===== src/rtl/core/ptd_pkg.sv =====
// Shared constants and control types for the periodic task dispatcher.
`timescale 1ns / 1ps

package ptd_pkg;

    localparam int MAX_TASKS_DEF = 8;
    localparam int TICK_W        = 32;
    localparam int DELAY_W       = 16;
    localparam int ACTION_W      = 2;
    localparam int INDEX_W       = 6;

    localparam logic [ACTION_W-1:0] ACT_INIT     = 2'd0;
    localparam logic [ACTION_W-1:0] ACT_START    = 2'd1;
    localparam logic [ACTION_W-1:0] ACT_DISPATCH = 2'd2;

    localparam logic [TICK_W-1:0] IDLE_NONE = 32'hFFFF_FFFF;

    // Commands from the controller to the datapath.
    typedef struct packed {
        logic accept;   // an item transfer happens this cycle
        logic walk;     // table walk in progress
        logic finish;   // last entry is processed this cycle
    } t_cmd;

    // Status from the datapath to the controller.
    typedef struct packed {
        logic table_empty;
        logic last_entry;
    } t_status;

endpackage


===== src/rtl/core/ptd_ctrl.sv =====
// Controller state machine: accepts items and sequences the table walk.
`timescale 1ns / 1ps

module ptd_ctrl (
    input  logic                          i_clk,
    input  logic                          i_rst_n,
    input  logic                          start,
    input  logic [ptd_pkg::ACTION_W-1:0]  i_action,
    input  ptd_pkg::t_status              i_status,
    output ptd_pkg::t_cmd                 o_cmd,
    output logic                          busy,
    output logic                          strobe
);
    import ptd_pkg::*;

    localparam logic [0:0] ST_IDLE = 1'b0;
    localparam logic [0:0] ST_WALK = 1'b1;

    logic [0:0] r_state, n_state;
    logic       r_strobe, n_strobe;
    logic       accept;
    logic       go_walk;

    assign accept  = start && (r_state == ST_IDLE);
    assign go_walk = accept && (i_action == ACT_DISPATCH) && !i_status.table_empty;

    always_comb begin
        n_state  = r_state;
        n_strobe = 1'b0;
        unique case (r_state)
            ST_IDLE: begin
                if (go_walk) begin
                    n_state = ST_WALK;
                end else if (accept) begin
                    n_strobe = 1'b1;
                end
            end
            ST_WALK: begin
                if (i_status.last_entry) begin
                    n_state  = ST_IDLE;
                    n_strobe = 1'b1;
                end
            end
            default: n_state = ST_IDLE;
        endcase
    end

    always_ff @(posedge i_clk) begin
        if (!i_rst_n) begin
            r_state  <= ST_IDLE;
            r_strobe <= 1'b0;
        end else begin
            r_state  <= n_state;
            r_strobe <= n_strobe;
        end
    end

    assign o_cmd.accept = accept;
    assign o_cmd.walk   = (r_state == ST_WALK);
    assign o_cmd.finish = (r_state == ST_WALK) && i_status.last_entry;
    assign busy         = (r_state != ST_IDLE);
    assign strobe       = r_strobe;

endmodule


===== src/rtl/core/ptd_dpath.sv =====
// Datapath: task table memory, time base, walk pipeline and result registers.
`timescale 1ns / 1ps

module ptd_dpath #(
    parameter int MAX_TASKS = ptd_pkg::MAX_TASKS_DEF
) (
    input  logic                                i_clk,
    input  logic                                i_rst_n,
    input  ptd_pkg::t_cmd                       i_cmd,
    input  logic [ptd_pkg::ACTION_W-1:0]        i_action,
    input  logic [ptd_pkg::TICK_W-1:0]          i_now_ticks,
    input  logic signed [ptd_pkg::DELAY_W-1:0]  i_start_delay,
    input  logic signed [ptd_pkg::DELAY_W-1:0]  i_task_period,
    output ptd_pkg::t_status                    o_status,
    output logic                                o_task_valid,
    output logic [ptd_pkg::INDEX_W-1:0]         o_task_index,
    output logic [ptd_pkg::TICK_W-1:0]          o_idle_ticks
);
    import ptd_pkg::*;

    localparam int IW = (MAX_TASKS > 1) ? $clog2(MAX_TASKS) : 1;
    localparam int CW = $clog2(MAX_TASKS + 1);

    logic [TICK_W-1:0]  r_rem_mem [MAX_TASKS];
    logic [DELAY_W-1:0] r_per_mem [MAX_TASKS];

    logic [CW-1:0]      r_count;
    logic [TICK_W-1:0]  r_last;
    logic [TICK_W-1:0]  r_elapsed;
    logic [TICK_W-1:0]  r_best;
    logic               r_found;
    logic [CW-1:0]      r_sel;
    logic [CW-1:0]      r_rd_idx;
    logic [CW-1:0]      r_rd_at;
    logic               r_rd_vld;
    logic [TICK_W-1:0]  r_rd_rem;
    logic [DELAY_W-1:0] r_rd_per;

    logic               table_full;
    logic               start_ok;
    logic               rd_more;
    logic               wr_en;
    logic [IW-1:0]      wr_addr;
    logic [TICK_W-1:0]  wr_rem;
    logic [TICK_W-1:0]  diff;
    logic               due;
    logic               take;
    logic [TICK_W-1:0]  upd_rem;
    logic [TICK_W-1:0]  nxt_best;
    logic               nxt_found;
    logic [CW-1:0]      nxt_sel;

    assign table_full = (r_count >= CW'(MAX_TASKS));
    assign start_ok   = i_cmd.accept && (i_action == ACT_START) && !table_full;
    assign rd_more    = i_cmd.walk && (r_rd_idx < r_count);

    // Evaluate the entry that came out of the memory last cycle.
    always_comb begin
        diff      = r_rd_rem - r_elapsed;
        due       = (diff == '0) || diff[TICK_W-1];
        take      = due && !r_found;
        upd_rem   = take ? diff + {{(TICK_W-DELAY_W){r_rd_per[DELAY_W-1]}}, r_rd_per} : diff;
        nxt_found = r_found || due;
        nxt_sel   = r_found ? r_sel : r_rd_at;
        if (due) begin
            nxt_best = '0;
        end else if (diff < r_best) begin
            nxt_best = diff;
        end else begin
            nxt_best = r_best;
        end
    end

    always_comb begin
        wr_en   = 1'b0;
        wr_addr = r_rd_at[IW-1:0];
        wr_rem  = upd_rem;
        if (start_ok) begin
            wr_en   = 1'b1;
            wr_addr = r_count[IW-1:0];
            wr_rem  = {{(TICK_W-DELAY_W){i_start_delay[DELAY_W-1]}}, i_start_delay};
        end else if (r_rd_vld) begin
            wr_en = 1'b1;
        end
    end

    // Table memory: one write port, one registered read port.
    always_ff @(posedge i_clk) begin
        if (wr_en) begin
            r_rem_mem[wr_addr] <= wr_rem;
        end
        if (start_ok) begin
            r_per_mem[wr_addr] <= i_task_period;
        end
        if (rd_more) begin
            r_rd_rem <= r_rem_mem[r_rd_idx[IW-1:0]];
            r_rd_per <= r_per_mem[r_rd_idx[IW-1:0]];
            r_rd_at  <= r_rd_idx;
        end
    end

    always_ff @(posedge i_clk) begin
        if (!i_rst_n) begin
            r_count  <= '0;
            r_last   <= '0;
            r_rd_vld <= 1'b0;
        end else begin
            r_rd_vld <= rd_more;
            if (i_cmd.accept) begin
                case (i_action)
                    ACT_INIT:     r_last <= i_now_ticks;
                    ACT_START:    if (!table_full) r_count <= r_count + 1'b1;
                    ACT_DISPATCH: r_last <= i_now_ticks;
                    default:      r_last <= r_last;
                endcase
            end
        end
    end

    // Walk state and result fields.
    always_ff @(posedge i_clk) begin
        if (i_cmd.accept) begin
            o_task_valid <= start_ok;
            o_task_index <= start_ok ? INDEX_W'(r_count) : '0;
            o_idle_ticks <= (i_action == ACT_DISPATCH) ? IDLE_NONE : '0;
            if (i_action == ACT_DISPATCH) begin
                r_elapsed <= i_now_ticks - r_last;
                r_best    <= IDLE_NONE;
                r_found   <= 1'b0;
                r_sel     <= '0;
                r_rd_idx  <= '0;
            end
        end else begin
            if (rd_more) begin
                r_rd_idx <= r_rd_idx + 1'b1;
            end
            if (r_rd_vld) begin
                r_best  <= nxt_best;
                r_found <= nxt_found;
                r_sel   <= nxt_sel;
            end
            if (i_cmd.finish) begin
                o_task_valid <= nxt_found;
                o_task_index <= nxt_found ? INDEX_W'(nxt_sel) : '0;
                o_idle_ticks <= nxt_best;
            end
        end
    end

    assign o_status.table_empty = (r_count == '0);
    assign o_status.last_entry  = r_rd_vld && (r_rd_at == r_count - 1'b1);

endmodule


===== src/rtl/core/periodic_task_dispatcher.sv =====
// Top level of the periodic task dispatcher: controller plus datapath.
//
//  channel  | signals                                          | handshake
//  ---------+--------------------------------------------------+------------------------
//  command  | i_action i_now_ticks i_start_delay i_task_period | start & !busy
//  result   | o_task_valid o_task_index o_idle_ticks           | strobe, one cycle, no stall
//
// Init, start task, unused codes and dispatch on an empty table: the result shows
// in the cycle after the transfer; a new command can be taken in every cycle.
// Dispatch walks the table through the single memory read port, one entry a cycle:
// busy stays high while the table is walked, the result strobes right after.
// Reset (synchronous, active low) empties the table and clears the time base.
// The receiver cannot stall; each result is shown once.
`timescale 1ns / 1ps

module periodic_task_dispatcher #(
    parameter int MAX_TASKS = ptd_pkg::MAX_TASKS_DEF
) (
    input  logic                                i_clk,
    input  logic                                i_rst_n,
    input  logic                                start,
    output logic                                busy,
    input  logic [ptd_pkg::ACTION_W-1:0]        i_action,
    input  logic [ptd_pkg::TICK_W-1:0]          i_now_ticks,
    input  logic signed [ptd_pkg::DELAY_W-1:0]  i_start_delay,
    input  logic signed [ptd_pkg::DELAY_W-1:0]  i_task_period,
    output logic                                strobe,
    output logic                                o_task_valid,
    output logic [ptd_pkg::INDEX_W-1:0]         o_task_index,
    output logic [ptd_pkg::TICK_W-1:0]          o_idle_ticks
);
    import ptd_pkg::*;

    t_cmd    cmd;
    t_status status;

    ptd_ctrl u_ctrl (
        .i_clk    (i_clk),
        .i_rst_n  (i_rst_n),
        .start    (start),
        .i_action (i_action),
        .i_status (status),
        .o_cmd    (cmd),
        .busy     (busy),
        .strobe   (strobe)
    );

    ptd_dpath #(
        .MAX_TASKS (MAX_TASKS)
    ) u_dpath (
        .i_clk         (i_clk),
        .i_rst_n       (i_rst_n),
        .i_cmd         (cmd),
        .i_action      (i_action),
        .i_now_ticks   (i_now_ticks),
        .i_start_delay (i_start_delay),
        .i_task_period (i_task_period),
        .o_status      (status),
        .o_task_valid  (o_task_valid),
        .o_task_index  (o_task_index),
        .o_idle_ticks  (o_idle_ticks)
    );

endmodule


===== config.mk =====
export PLATFORM = sky130hd
export DESIGN_NAME = periodic_task_dispatcher
export DESIGN_NICKNAME = d
export VERILOG_FILES = /design/src/rtl/core/ptd_pkg.sv /design/src/rtl/core/ptd_ctrl.sv /design/src/rtl/core/ptd_dpath.sv /design/src/rtl/core/periodic_task_dispatcher.sv
export SDC_FILE = /design/constraint.sdc
export NUM_CORES = 1
export LEC_CHECK = 0
export BUFFER_PORTS_ARGS = -buffer_cell sky130_fd_sc_hd__clkbuf_2
export CAP_MARGIN = 40
export CORE_UTILIZATION = 65
export DETAILED_ROUTE_END_ITERATION = 6
export GPL_TIMING_DRIVEN = 0
export PLACE_DENSITY = 0.83
export SLEW_MARGIN = 25
export SYNTH_ARGS = -nofsm -noshare
export SYNTH_HDL_FRONTEND = slang
export SYNTH_SLANG_ARGS = --single-unit

===== constraint.sdc =====
create_clock -name i_clk -period 14.38 [get_ports i_clk]
set_input_delay 2.157 -clock i_clk [delete_from_list [all_inputs] [get_ports i_clk]]
set_output_delay 2.157 -clock i_clk [all_outputs]
set_load 0.02 [all_outputs]

==> impl_metrics.tcl, run 1 <==
set metrics [dict create \
    post_cts_resized 0 \
    cp-start-kind "flop" \
    fin_tns_setup_ns 0 \
    min_path_type "reg -> reg" \
    synth_cells 2016 \
    clk_pin_slew_ns 0.06 \
    stdcell_area_um2 32000 \
    nets 2432 \
    die_area_um2 44200 \
    powerDensity_nw_per_um2 121 \
    drc 0 \
    slowest_delay_ns 0.63 \
    post-route-period-util_pct 46.2 \
    die_h_um 210 \
    drtPass1Iterations 6 \
    critical_path_arrival_ns 6.95 \
    critPathKind "reg -> reg" \
    slowest_stage "clkbuf_1" \
    clock_tree.buffer_depth 3 \
    root_buffer "clkbuf_16" \
    postSynthAreaPerCell_um2 14.0 \
    synth-edff-count 546 \
    period_minus_slack_ns 6.64 \
    cts_setup_buffers 0 \
    fmax_ghz 0.151 \
    drt-total-wl_um 69900 \
    endpoint_kind "flop" \
    ys.flop_type "edfxtp_1" \
    grt_max_degree 38 \
    finalSetupViolCount 0 \
    path_cells "inv_1, ha_1, inv_1, fa_1, a21oi_2, o32ai_1, a211oi_2, o21ai_0, a31oi_1, xnor2_1, ha_1, nand2_1, nor2_1, nand3_1, nor4_1, nand2_1, o2111ai_1, buf_1, clkbuf_1, mux2i_1, o21ai_0" \
    ys_seq_area_share_pct 61.0 \
    cts_hold_buffers 0 \
    status "completed" \
    numCtsBuffers 56 \
    wl_per_cell_um 24.5 \
    grt.overflow.total 0 \
    ys_ff_latch 585 \
    drt-initial-drc-count 2030 \
    slew-limit-headroom_pct 36.7 \
    clock_sinks 585 \
    hold_viol_final 0 \
    htreeDepth 2 \
    place_hpwl_um 50100 \
    cts_tree "done" \
    syn-cell-area_um2 28200 \
    path_max_fanout 10 \
    track_usage_pct 32.3 \
    insertion_delay_ns 0.62 \
    pin_count 110 \
    die_x_um 210 \
    place_congestion 0.948 \
    path_buf_inv 4 \
    async_flop_share_pct 0 \
    place_area_um2 30200 \
    finClkSkew_ns 0.0361 \
    grt_pass1_wl_um 106000 \
    rsz0062_at_grt "false" \
    grt_pass1_vias 18400 \
    rows 75 \
    tightest_slew_ns 0.940 \
    cap_violations 0 \
    slew_violations 0 \
    final_cell_mix "edfxtp_1, nand2_1, ha_1, o21ai_0, inv_1" \
    mostFrequentLayoutCell "edfxtp_1" \
    leakage_nw 11.7 \
    start_util_pct 66.6 \
    syn_to_final_growth_pct 13.7 \
    yosys_warnings 0 \
    drive_above_1_share_pct 18.9 \
    core_area_um2 42300 \
    vias 18100 \
    antenna_left 0 \
    synth.distinct_cells 69 \
    portBuffers 106 \
    crit_required_ns 14.69 \
    nFillCells 2487 \
    cp_top_family "compound AO/OA/AOI/OAI gates" \
    peakVddDrop_mv 0.121 \
    vias_per_cell 6.36 \
    antenna_found_initial 1 \
]
==> logic make-up (layout without fill, tap and decap cells) <==
group | count (synthesis) | in the layout | synth area share, %
simple gates | 358 | 358 | 6.04
other cells | 1 | 3 | 0.0133
flops | 585 | 585 | 61.0
compound gates | 439 | 439 | 9.68
xor+xnor | 88 | 88 | 2.74
buf+inv | 208 | 464 | 2.83
fa+ha+maj | 134 | 134 | 6.03
mux | 203 | 203 | 11.7
==> state kept, by name, summed over array words and instances (netlist names), 16 cells and up <==
register,cells
u_dpath.r_rem_mem,256
u_dpath.r_elapsed,32
u_dpath.r_rd_per,16
u_dpath.r_best,32
u_dpath.r_per_mem,128
u_dpath.o_idle_ticks,32
u_dpath.r_last,32
u_dpath.r_rd_rem,32
==> final cells by class <==
| type | count | area [µm²] | share of cell area [%] |
|---|---|---|---|
| Inverter | 124 | 465 | 1.45 |
| Tap cell | 577 | 722 | 2.25 |
| Antenna cell | 1 | 2.50 | 0.00781 |
| Clock buffer | 67 | 1460 | 4.57 |
| Multi-Input combinational cell | 1224 | 10300 | 32.2 |
| Clock inverter | 35 | 359 | 1.12 |
| Buffer | 84 | 334 | 1.04 |
| Sequential cell | 585 | 17200 | 53.6 |
| Timing Repair Buffer | 154 | 1190 | 3.70 |
==> synth_stat cells (all sizes together) (17+ instances only) <==
| cell type | instances | share of area, % |
|---|---|---|
| a211oi | 20 | 0.59 |
| dfxtp | 39 | 2.8 |
| a21o | 44 | 1.2 |
| edfxtp | 546 | 58 |
| mux4 | 96 | 7.7 |
| nor2 | 69 | 0.92 |
| a21boi | 41 | 1.1 |
| inv | 123 | 1.6 |
| nand3 | 25 | 0.44 |
| a21oi | 125 | 2.2 |
| mux2 | 48 | 1.9 |
| buf | 19 | 0.30 |
| xor2 | 30 | 0.93 |
| nor3 | 25 | 0.44 |
| o21ai | 126 | 2.2 |
| mux2i | 59 | 2.1 |
| nand2 | 135 | 1.8 |
| xnor2 | 58 | 1.8 |
| ha | 131 | 5.8 |
| clkbuf | 65 | 0.88 |
| a31oi | 17 | 0.40 |
==> metrics by stage <==
stage / utilization, % / cells / setup slack (ns) / hold slack, ns / power [W]
floorplan: - / 2017 / 9.19 / 0.443 / 0.00228
global placement: 69.5 / 2700 / 7.21 / 0.452 / 0.00240
detailed placement: 71.2 / 2742 / 8.07 / 0.462 / 0.00242
CTS: 75.6 / 2844 / 7.94 / 0.470 / 0.00388
global route: 75.7 / 2850 / 7.48 / 0.495 / 0.00399
finish: 75.7 / 2851 / 7.74 / 0.468 / 0.00387
==> per-layer routing <==
metal | global-route usage, % | wire length [µm]
met2 | 54.1 | 34300
met5 | 0 | 12
met1 | 40.8 | 27100
met4 | 16.8 | 3540
met3 | 5.48 | 4910
==> worst register-to-register path: stages (launching register included) <==
cell and delay (ns):
edfxtp_1 0.44, inv_1 0.07, ha_1 0.21, inv_1 0.07
fa_1 0.21, a21oi_2 0.09, o32ai_1 0.59, a211oi_2 0.27
o21ai_0 0.48, a31oi_1 0.20, xnor2_1 0.62, ha_1 0.24
nand2_1 0.05, nor2_1 0.13, nand3_1 0.17, nor4_1 0.51
nand2_1 0.10, o2111ai_1 0.21, buf_1 0.59, clkbuf_1 0.64
mux2i_1 0.32, o21ai_0 0.13
==> where the power goes <==
group	internal, W	switching, W
Sequential	0.00193	0.0000140
Clock	0.000835	0.000635
Combinational	0.000170	0.000289
Total	0.00294	0.000938
==> path summary, 6_finish.rpt <==
| check | depth (start not counted) | end | from | slack (ns) |
|---|---|---|---|---|
| max | 21 | u_dpath.o_idle_ticks[12]$_DFFE_PP_ | u_dpath.r_rd_rem[0]$_DFFE_PP_ | 7.74 |
| min | 2 | u_dpath.r_last[10]$_SDFFE_PN0P_ | u_dpath.r_last[10]$_SDFFE_PN0P_ | 0.47 |
| max reg2reg | 21 | u_dpath.o_idle_ticks[12]$_DFFE_PP_ | u_dpath.r_rd_rem[0]$_DFFE_PP_ | 7.74 |
| min reg2reg | 2 | u_dpath.r_last[10]$_SDFFE_PN0P_ | u_dpath.r_last[10]$_SDFFE_PN0P_ | 0.47 |
(Power assumes the default switching activity.)
==> inputs of run 2 (changes only) <==
--- a/config.mk
+++ b/config.mk
@@ -7,10 +7,10 @@
 export LEC_CHECK = 0
 export BUFFER_PORTS_ARGS = -buffer_cell sky130_fd_sc_hd__clkbuf_2
 export CAP_MARGIN = 40
-export CORE_UTILIZATION = 65
+export CORE_UTILIZATION = 62
 export DETAILED_ROUTE_END_ITERATION = 6
 export GPL_TIMING_DRIVEN = 0
-export PLACE_DENSITY = 0.83
+export PLACE_DENSITY = 0.8
 export SLEW_MARGIN = 25
 export SYNTH_ARGS = -nofsm -noshare
 export SYNTH_HDL_FRONTEND = slang
==> constraint.sdc (replaced) <==
create_clock -name i_clk -period 6.4 [get_ports i_clk]
set_input_delay 0.96 -clock i_clk [delete_from_list [all_inputs] [get_ports i_clk]]
set_output_delay 0.96 -clock i_clk [all_outputs]
set_load 0.02 [all_outputs]
==> run 2 against run 1 <==
- final cell count grew 0.84%
- setup slack lost 7.4 ns
- flip-flop and latch count is the same
- clock skew shrank 0.018 ns
- first-iteration DRC count shrank 4.1%
- die area grew 4.8%
- critical endpoint is now u_dpath.r_rem_mem[2][31]$_DFFE_PP_
- hold slack lost 0.0035 ns
- combinational power grew 120%
==> impl_metrics.tcl, run 2 (same netlist as run 1, synthesis figures left out) <==
set metrics [dict create \
    status "completed" \
    slew-limit-headroom_pct 41.7 \
    track_usage_pct 30.4 \
    drt-total-wl_um 69500 \
    rows 77 \
    fin_tns_setup_ns 0 \
    place_hpwl_um 49700 \
    drive_above_1_share_pct 19.3 \
    portBuffers 106 \
    htreeDepth 2 \
    clock_sinks 585 \
    grt_pass1_vias 18200 \
    root_buffer "clkbuf_16" \
    antenna_left 0 \
    cap_violations 0 \
    clock_tree.buffer_depth 3 \
    post-route-period-util_pct 95.2 \
    final_cell_mix "edfxtp_1, nand2_1, ha_1, o21ai_0, inv_1" \
    busiest_layer "met2" \
    path_max_fanout 8 \
    reg2reg_depth 18 \
    use_met1_pct 39.9 \
    vias 18500 \
    rsz0062_at_grt "false" \
    drt-initial-drc-count 1947 \
    pwr-share-clk_pct 39.1 \
    die_h_um 215 \
    place_congestion 0.986 \
    fmax_ghz 0.164 \
    min_path_type "reg -> reg" \
    leakage_nw 11.7 \
    holdPathStages 2 \
    met3_usage_pct 4.05 \
    mostFrequentLayoutCell "edfxtp_1" \
    slew_violations 0 \
    wl_per_cell_um 24.2 \
    finClkSkew_ns 0.0181 \
    cp-start-kind "flop" \
    vias_per_cell 6.43 \
    endpoint_kind "flop" \
    powerDensity_nw_per_um2 276 \
    insertion_delay_ns 0.63 \
    finalSetupViolCount 0 \
    pwr-share-comb_pct 11.7 \
    p_int_w 0.00672 \
    syn_to_final_growth_pct 14.2 \
    period_minus_slack_ns 6.09 \
    grt_max_degree 38 \
    peakVddDrop_mv 0.299 \
    critical_path_arrival_ns 6.43 \
    drc 0 \
    grt.overflow.total 0 \
    tightest_slew_ns 0.875 \
    die_area_um2 46300 \
    cts_tree "done" \
    pin_count 110 \
    drtPass1Iterations 6 \
    seq_power_share_pct 49.3 \
    antenna_found_initial 2 \
    met2_usage_pct 50.3 \
    core_area_um2 44500 \
    top_register "u_dpath.r_rem_mem" \
    switching_power_w 0.00215 \
    cts_hold_buffers 0 \
    top_regs "u_dpath.r_rem_mem x256, u_dpath.r_per_mem x128" \
    die_x_um 215 \
    largest_reg_flops 256 \
    numCtsBuffers 58 \
    grt_pass1_wl_um 106000 \
    start_util_pct 63.3 \
    stdcell_area_um2 32200 \
    clk_pin_slew_ns 0.06 \
    switching_share_pct 24.2 \
    crit_required_ns 6.74 \
    place_area_um2 30100 \
    hold_viol_final 0 \
    critPathKind "reg -> reg" \
    nets 2436 \
]
==> run 2: changes by cell type in the layout (fill, tap and decap cells not counted), moves of 2 or more <==
cell       delta
clkbuf_1      +2
clkinv_1      -2
buf_8         +2
clkbuf_2      +2
clkinv_4      +2
clkbuf_16     +2
buf_4         +3
buf_12        -4
clkinv_2      -2
==> run 2: cell type report <==
class,count,area (µm²)
Inverter,124,465
Fill cell,2824,12300
Buffer,84,337
Multi-Input combinational cell,1224,10300
Tap cell,592,741
Antenna cell,1,2.50
Timing Repair Buffer,156,1190
Clock buffer,73,1540
Sequential cell,585,17200
Clock inverter,36,395
==> run 2: path summary, 6_finish.rpt <==
kind | from | to | slack, ns
max | u_dpath.r_rd_rem[5]$_DFFE_PP_ | u_dpath.r_rem_mem[2][31]$_DFFE_PP_ | 0.31
min reg2reg | u_dpath.r_last[30]$_SDFFE_PN0P_ | u_dpath.r_last[30]$_SDFFE_PN0P_ | 0.46
max reg2reg | u_dpath.r_rd_rem[5]$_DFFE_PP_ | u_dpath.r_rem_mem[2][31]$_DFFE_PP_ | 0.31
min | u_dpath.r_last[30]$_SDFFE_PN0P_ | u_dpath.r_last[30]$_SDFFE_PN0P_ | 0.46
==> run 2: worst max-delay path: stages, from the launching register on <==
cell and delay, ns:
edfxtp_1 0.44, ha_1 0.39, nand2_1 0.14, o32ai_1 0.63, a211oi_2 0.28, o21ai_0 0.49
a311oi_1 0.19, xnor2_1 0.54, ha_1 0.40, a21oi_1 0.17, nor2b_1 0.07, o21ai_0 0.15
nand2b_1 0.10, a211o_1 0.28, a211oi_1 0.31, xnor2_1 0.18, nand2b_1 0.10, or4_1 0.42
a21oi_1 0.53
==> run 2: per-stage QoR <==
stage	utilization [%]	setup WS [ns]	power, W	hold slack [ns]	std cells
finish	72.3	0.305	0.00887	0.464	2875
global route	72.2	0.00132	0.00912	0.489	2874
CTS	72.1	0.206	0.00888	0.467	2865
detailed placement	67.7	0.245	0.00545	0.458	2756
global placement	66.1	0.168	0.00539	0.452	2715
floorplan	-	1.48	0.00513	0.443	2017
==> run 2: repair_timing <==
action	in CTS	in global routing
setup endpoints to repair	0	33
gates resized for setup	0	3
setup buffers	0	0
==> run 2: metal layers <==
layer  vias to the layer above  part of all wire (%)
met5                         -                 0.019
met4                         2                   4.8
met3                       192                   7.4
li1                       8162                     -
met1                      9210                    39
met2                       914                    49
==> run 2: power by group through the flow <==
stage | Combinational, W | Clock, W | Sequential, W
final | 0.00103 | 0.00346 | 0.00437
after detailed placement | 0.00100 | 0 | 0.00445
after global placement | 0.000941 | 0 | 0.00445
after global routing | 0.00112 | 0.00363 | 0.00437
after CTS | 0.00101 | 0.00349 | 0.00437
after floorplan | 0.000666 | 0 | 0.00446
==> inputs of run 3 (changes only) <==
--- a/config.mk
+++ b/config.mk
@@ -5,12 +5,13 @@
 export SDC_FILE = /design/constraint.sdc
 export NUM_CORES = 1
 export LEC_CHECK = 0
+export ABC_AREA = 1
 export BUFFER_PORTS_ARGS = -buffer_cell sky130_fd_sc_hd__clkbuf_2
 export CAP_MARGIN = 40
-export CORE_UTILIZATION = 62
+export CORE_UTILIZATION = 63
 export DETAILED_ROUTE_END_ITERATION = 6
 export GPL_TIMING_DRIVEN = 0
-export PLACE_DENSITY = 0.8
+export PLACE_DENSITY = 0.81
 export SLEW_MARGIN = 25
 export SYNTH_ARGS = -nofsm -noshare
 export SYNTH_HDL_FRONTEND = slang
==> run 3 against run 2 <==
- the run now ends with design-rule violations left
- largest cell class unchanged
- sequential share of layout area is 2.2 points lower
- hold slack lost 0.0053 ns
- sequential power barely moved
==> impl_metrics.tcl, run 3 <==
set metrics [dict create \
    clk_pin_slew_ns 0.07 \
    finalSetupViolCount 0 \
    top_register "u_dpath.r_rem_mem" \
    min_path_type "reg -> reg" \
    endpoint_kind "flop" \
    path_cells "inv_1, ha_1, inv_1, fa_1, nand3_1, nand2_1, nand3_1, nand3_1, nand2_1, nand2_1, ha_1, nand2_1, nor2_1, nand3_1, o21ai_0, a21oi_1, o21ai_0, xor2_1, nand3b_1, nand3_1, nand2_1" \
    drt-total-wl_um 85000 \
    switching_share_pct 26.7 \
    place_congestion 1.07 \
    synth.top_cell.area_share_pct 55.0 \
    slew_violations 0 \
    rsz0062_at_grt "false" \
    portBuffers 107 \
    wl_per_cell_um 21.4 \
    powerDensity_nw_per_um2 269 \
    drc 20 \
    drive_above_1_share_pct 8.63 \
    drtPass1Iterations 7 \
    finClkSkew_ns 0.0280 \
    slowest_stage "o21ai_0" \
    cts_hold_buffers 0 \
    r2r_slack_ns 1.24 \
    drt-initial-drc-count 3029 \
    largest_reg_flops 256 \
    clock_tree.buffer_depth 3 \
    cts_tree "done" \
    tightest_slew_ns 0.774 \
    failed_checks "design-rule violations" \
    synth.distinct_cells 45 \
    slowest_delay_ns 0.58 \
    final_cells 3971 \
    async_flop_share_pct 0 \
    rows 79 \
    die_area_um2 48200 \
    cp-start-kind "flop" \
    hold_viol_final 0 \
    syn_to_final_growth_pct 12.5 \
    start_util_pct 63.9 \
    startpoint "u_dpath.r_rd_rem[0]$_DFFE_PP_" \
    seq_power_share_pct 48.5 \
    antenna_left 0 \
    status "complete, but fails checks" \
    ys_ff_latch 585 \
    pin_count 110 \
    core_area_um2 46700 \
    reg2reg_to "u_dpath.r_rem_mem[0][25]$_DFFE_PP_" \
    p_int_w 0.00660 \
    holdPathStages 2 \
    path_max_fanout 8 \
    post-route-period-util_pct 80.7 \
    reg2reg_depth 21 \
    peakVddDrop_mv 0.308 \
    synth_area_leaders "edfxtp_1, nand2_1, nor2_1" \
    track_usage_pct 35.0 \
    place_hpwl_um 62400 \
    crit_path_end "u_dpath.r_rem_mem[0][25]$_DFFE_PP_" \
    grt_max_degree 38 \
    mostFrequentLayoutCell "nand2_1" \
    vias 24000 \
    die_x_um 220 \
    numCtsBuffers 56 \
    htreeDepth 2 \
    critPathKind "reg -> reg" \
    top_regs "u_dpath.r_rem_mem x256, u_dpath.r_per_mem x128" \
    cap_violations 0 \
    cts_setup_buffers 0 \
    grt_pass1_vias 23200 \
    final_cell_mix "nand2_1, edfxtp_1, nor2_1, inv_1, o21ai_0" \
    pwr-share-comb_pct 14.3 \
    vias_per_cell 6.03 \
    yosys.area.top_type "edfxtp_1" \
    period_minus_slack_ns 5.16 \
    switching_power_w 0.00241 \
    synth_common_cells "nand2_1, edfxtp_1, nor2_1, inv_1, o21ai_0" \
    root_buffer "clkbuf_16" \
    die_h_um 220 \
    leakage_nw 13.6 \
    synth-edff-count 546 \
    ys_seq_area_share_pct 57.6 \
    ys.flop_type "edfxtp_1" \
    nets 3518 \
    fmax_ghz 0.194 \
    synth_cells 3110 \
    slew-limit-headroom_pct 48.1 \
    grt.overflow.total 0 \
    syn-cell-area_um2 29800 \
    worst_slack_ns 1.24 \
    pwr-share-clk_pct 37.3 \
    yosys_warnings 0 \
    postSynthAreaPerCell_um2 9.59 \
    grt_pass1_wl_um 126000 \
    dp.cells 3858 \
    r2r_start "u_dpath.r_rd_rem[0]$_DFFE_PP_" \
    critical_path_arrival_ns 5.56 \
    place_ws_ns 1.48 \
    yosys.cell_count.top_type "nand2_1" \
    antenna_found_initial 3 \
    crit_required_ns 6.80 \
    post_cts_resized 0 \
    insertion_delay_ns 0.63 \
    clock_sinks 585 \
]
run 3: layer usage:
| metal | share of wire, % | global-route usage, % |
|---|---|---|
| met1 | 38 | 45.3 |
| met2 | 47 | 56.6 |
| met3 | 11 | 8.20 |
| met4 | 4.0 | 14.7 |
| met5 | 0.015 | 0 |
run 3: cells by family after synthesis:
kind of cell,count (synthesis),share of synthesized area (%)
buf+inv,469,6.13
simple gates,1240,16.8
compound gates,614,11.8
fa+ha+maj,134,5.70
xor+xnor,67,1.99
flops,585,57.6
other cells,1,0.0126
run 3: through the flow:
stage / util [%] / hold slack (ns) / setup TNS [ns] / instance area, µm² / total power (W)
after floorplan: - / 0.433 / 0 / 29800 / 0.00524
after global placement: 66.7 / 0.445 / -2.69 / 31100 / 0.00563
after detailed placement: 67.7 / 0.450 / 0 / 31600 / 0.00568
after CTS: 71.7 / 0.459 / 0 / 33400 / 0.00897
after global routing: 71.9 / 0.474 / 0 / 33500 / 0.00925
final: 71.9 / 0.459 / 0 / 33500 / 0.00900
run 3: worst min path at each step:
stage | startpoint | end | slack [ns]
3_3_place_gp | u_dpath.r_last[7]$_SDFFE_PN0P_ | u_dpath.r_last[7]$_SDFFE_PN0P_ | 0.45
5_1_grt | u_dpath.r_last[6]$_SDFFE_PN0P_ | u_dpath.r_last[6]$_SDFFE_PN0P_ | 0.47
2_1_floorplan | u_dpath.r_last[2]$_SDFFE_PN0P_ | u_dpath.r_last[2]$_SDFFE_PN0P_ | 0.43
6_report | u_dpath.r_last[4]$_SDFFE_PN0P_ | u_dpath.r_last[4]$_SDFFE_PN0P_ | 0.46
4_1_cts | u_dpath.r_last[4]$_SDFFE_PN0P_ | u_dpath.r_last[4]$_SDFFE_PN0P_ | 0.46
3_5_place_dp | u_dpath.r_last[15]$_SDFFE_PN0P_ | u_dpath.r_last[15]$_SDFFE_PN0P_ | 0.45
run 3: critical path, delay by kind of cell, from the launching register on:
family                     cells  cell delay, ns
buffers and inverters          2            0.17
AOI/OAI and AO/OA              3            1.04
DFF                            1            0.37
adders and majority gates      3            1.07
xor gates and xnor gates       1            0.20
and+or+nand+nor               12            2.07
run 3: area by class of cell:
type,count,area (µm²)
flip-flops and latches,585,17200
fillers,3344,13100
multi-input cells,2057,10900
clock buffers,69,1470
inverters,351,1320
repair buffers,146,1010
well taps,607,759
plain buffers,118,509
clock inverters,36,375
diodes,2,5.00
run 3: power groups by stage:
| stage | combinational [W] | clock, W | sequential, W |
|---|---|---|---|
| global route | 0.00139 | 0.00349 | 0.00437 |
| detailed placement | 0.00123 | 0 | 0.00445 |
| global placement | 0.00119 | 0 | 0.00444 |
| finish | 0.00128 | 0.00336 | 0.00436 |
| floorplan | 0.000778 | 0 | 0.00447 |
| CTS | 0.00124 | 0.00336 | 0.00436 |
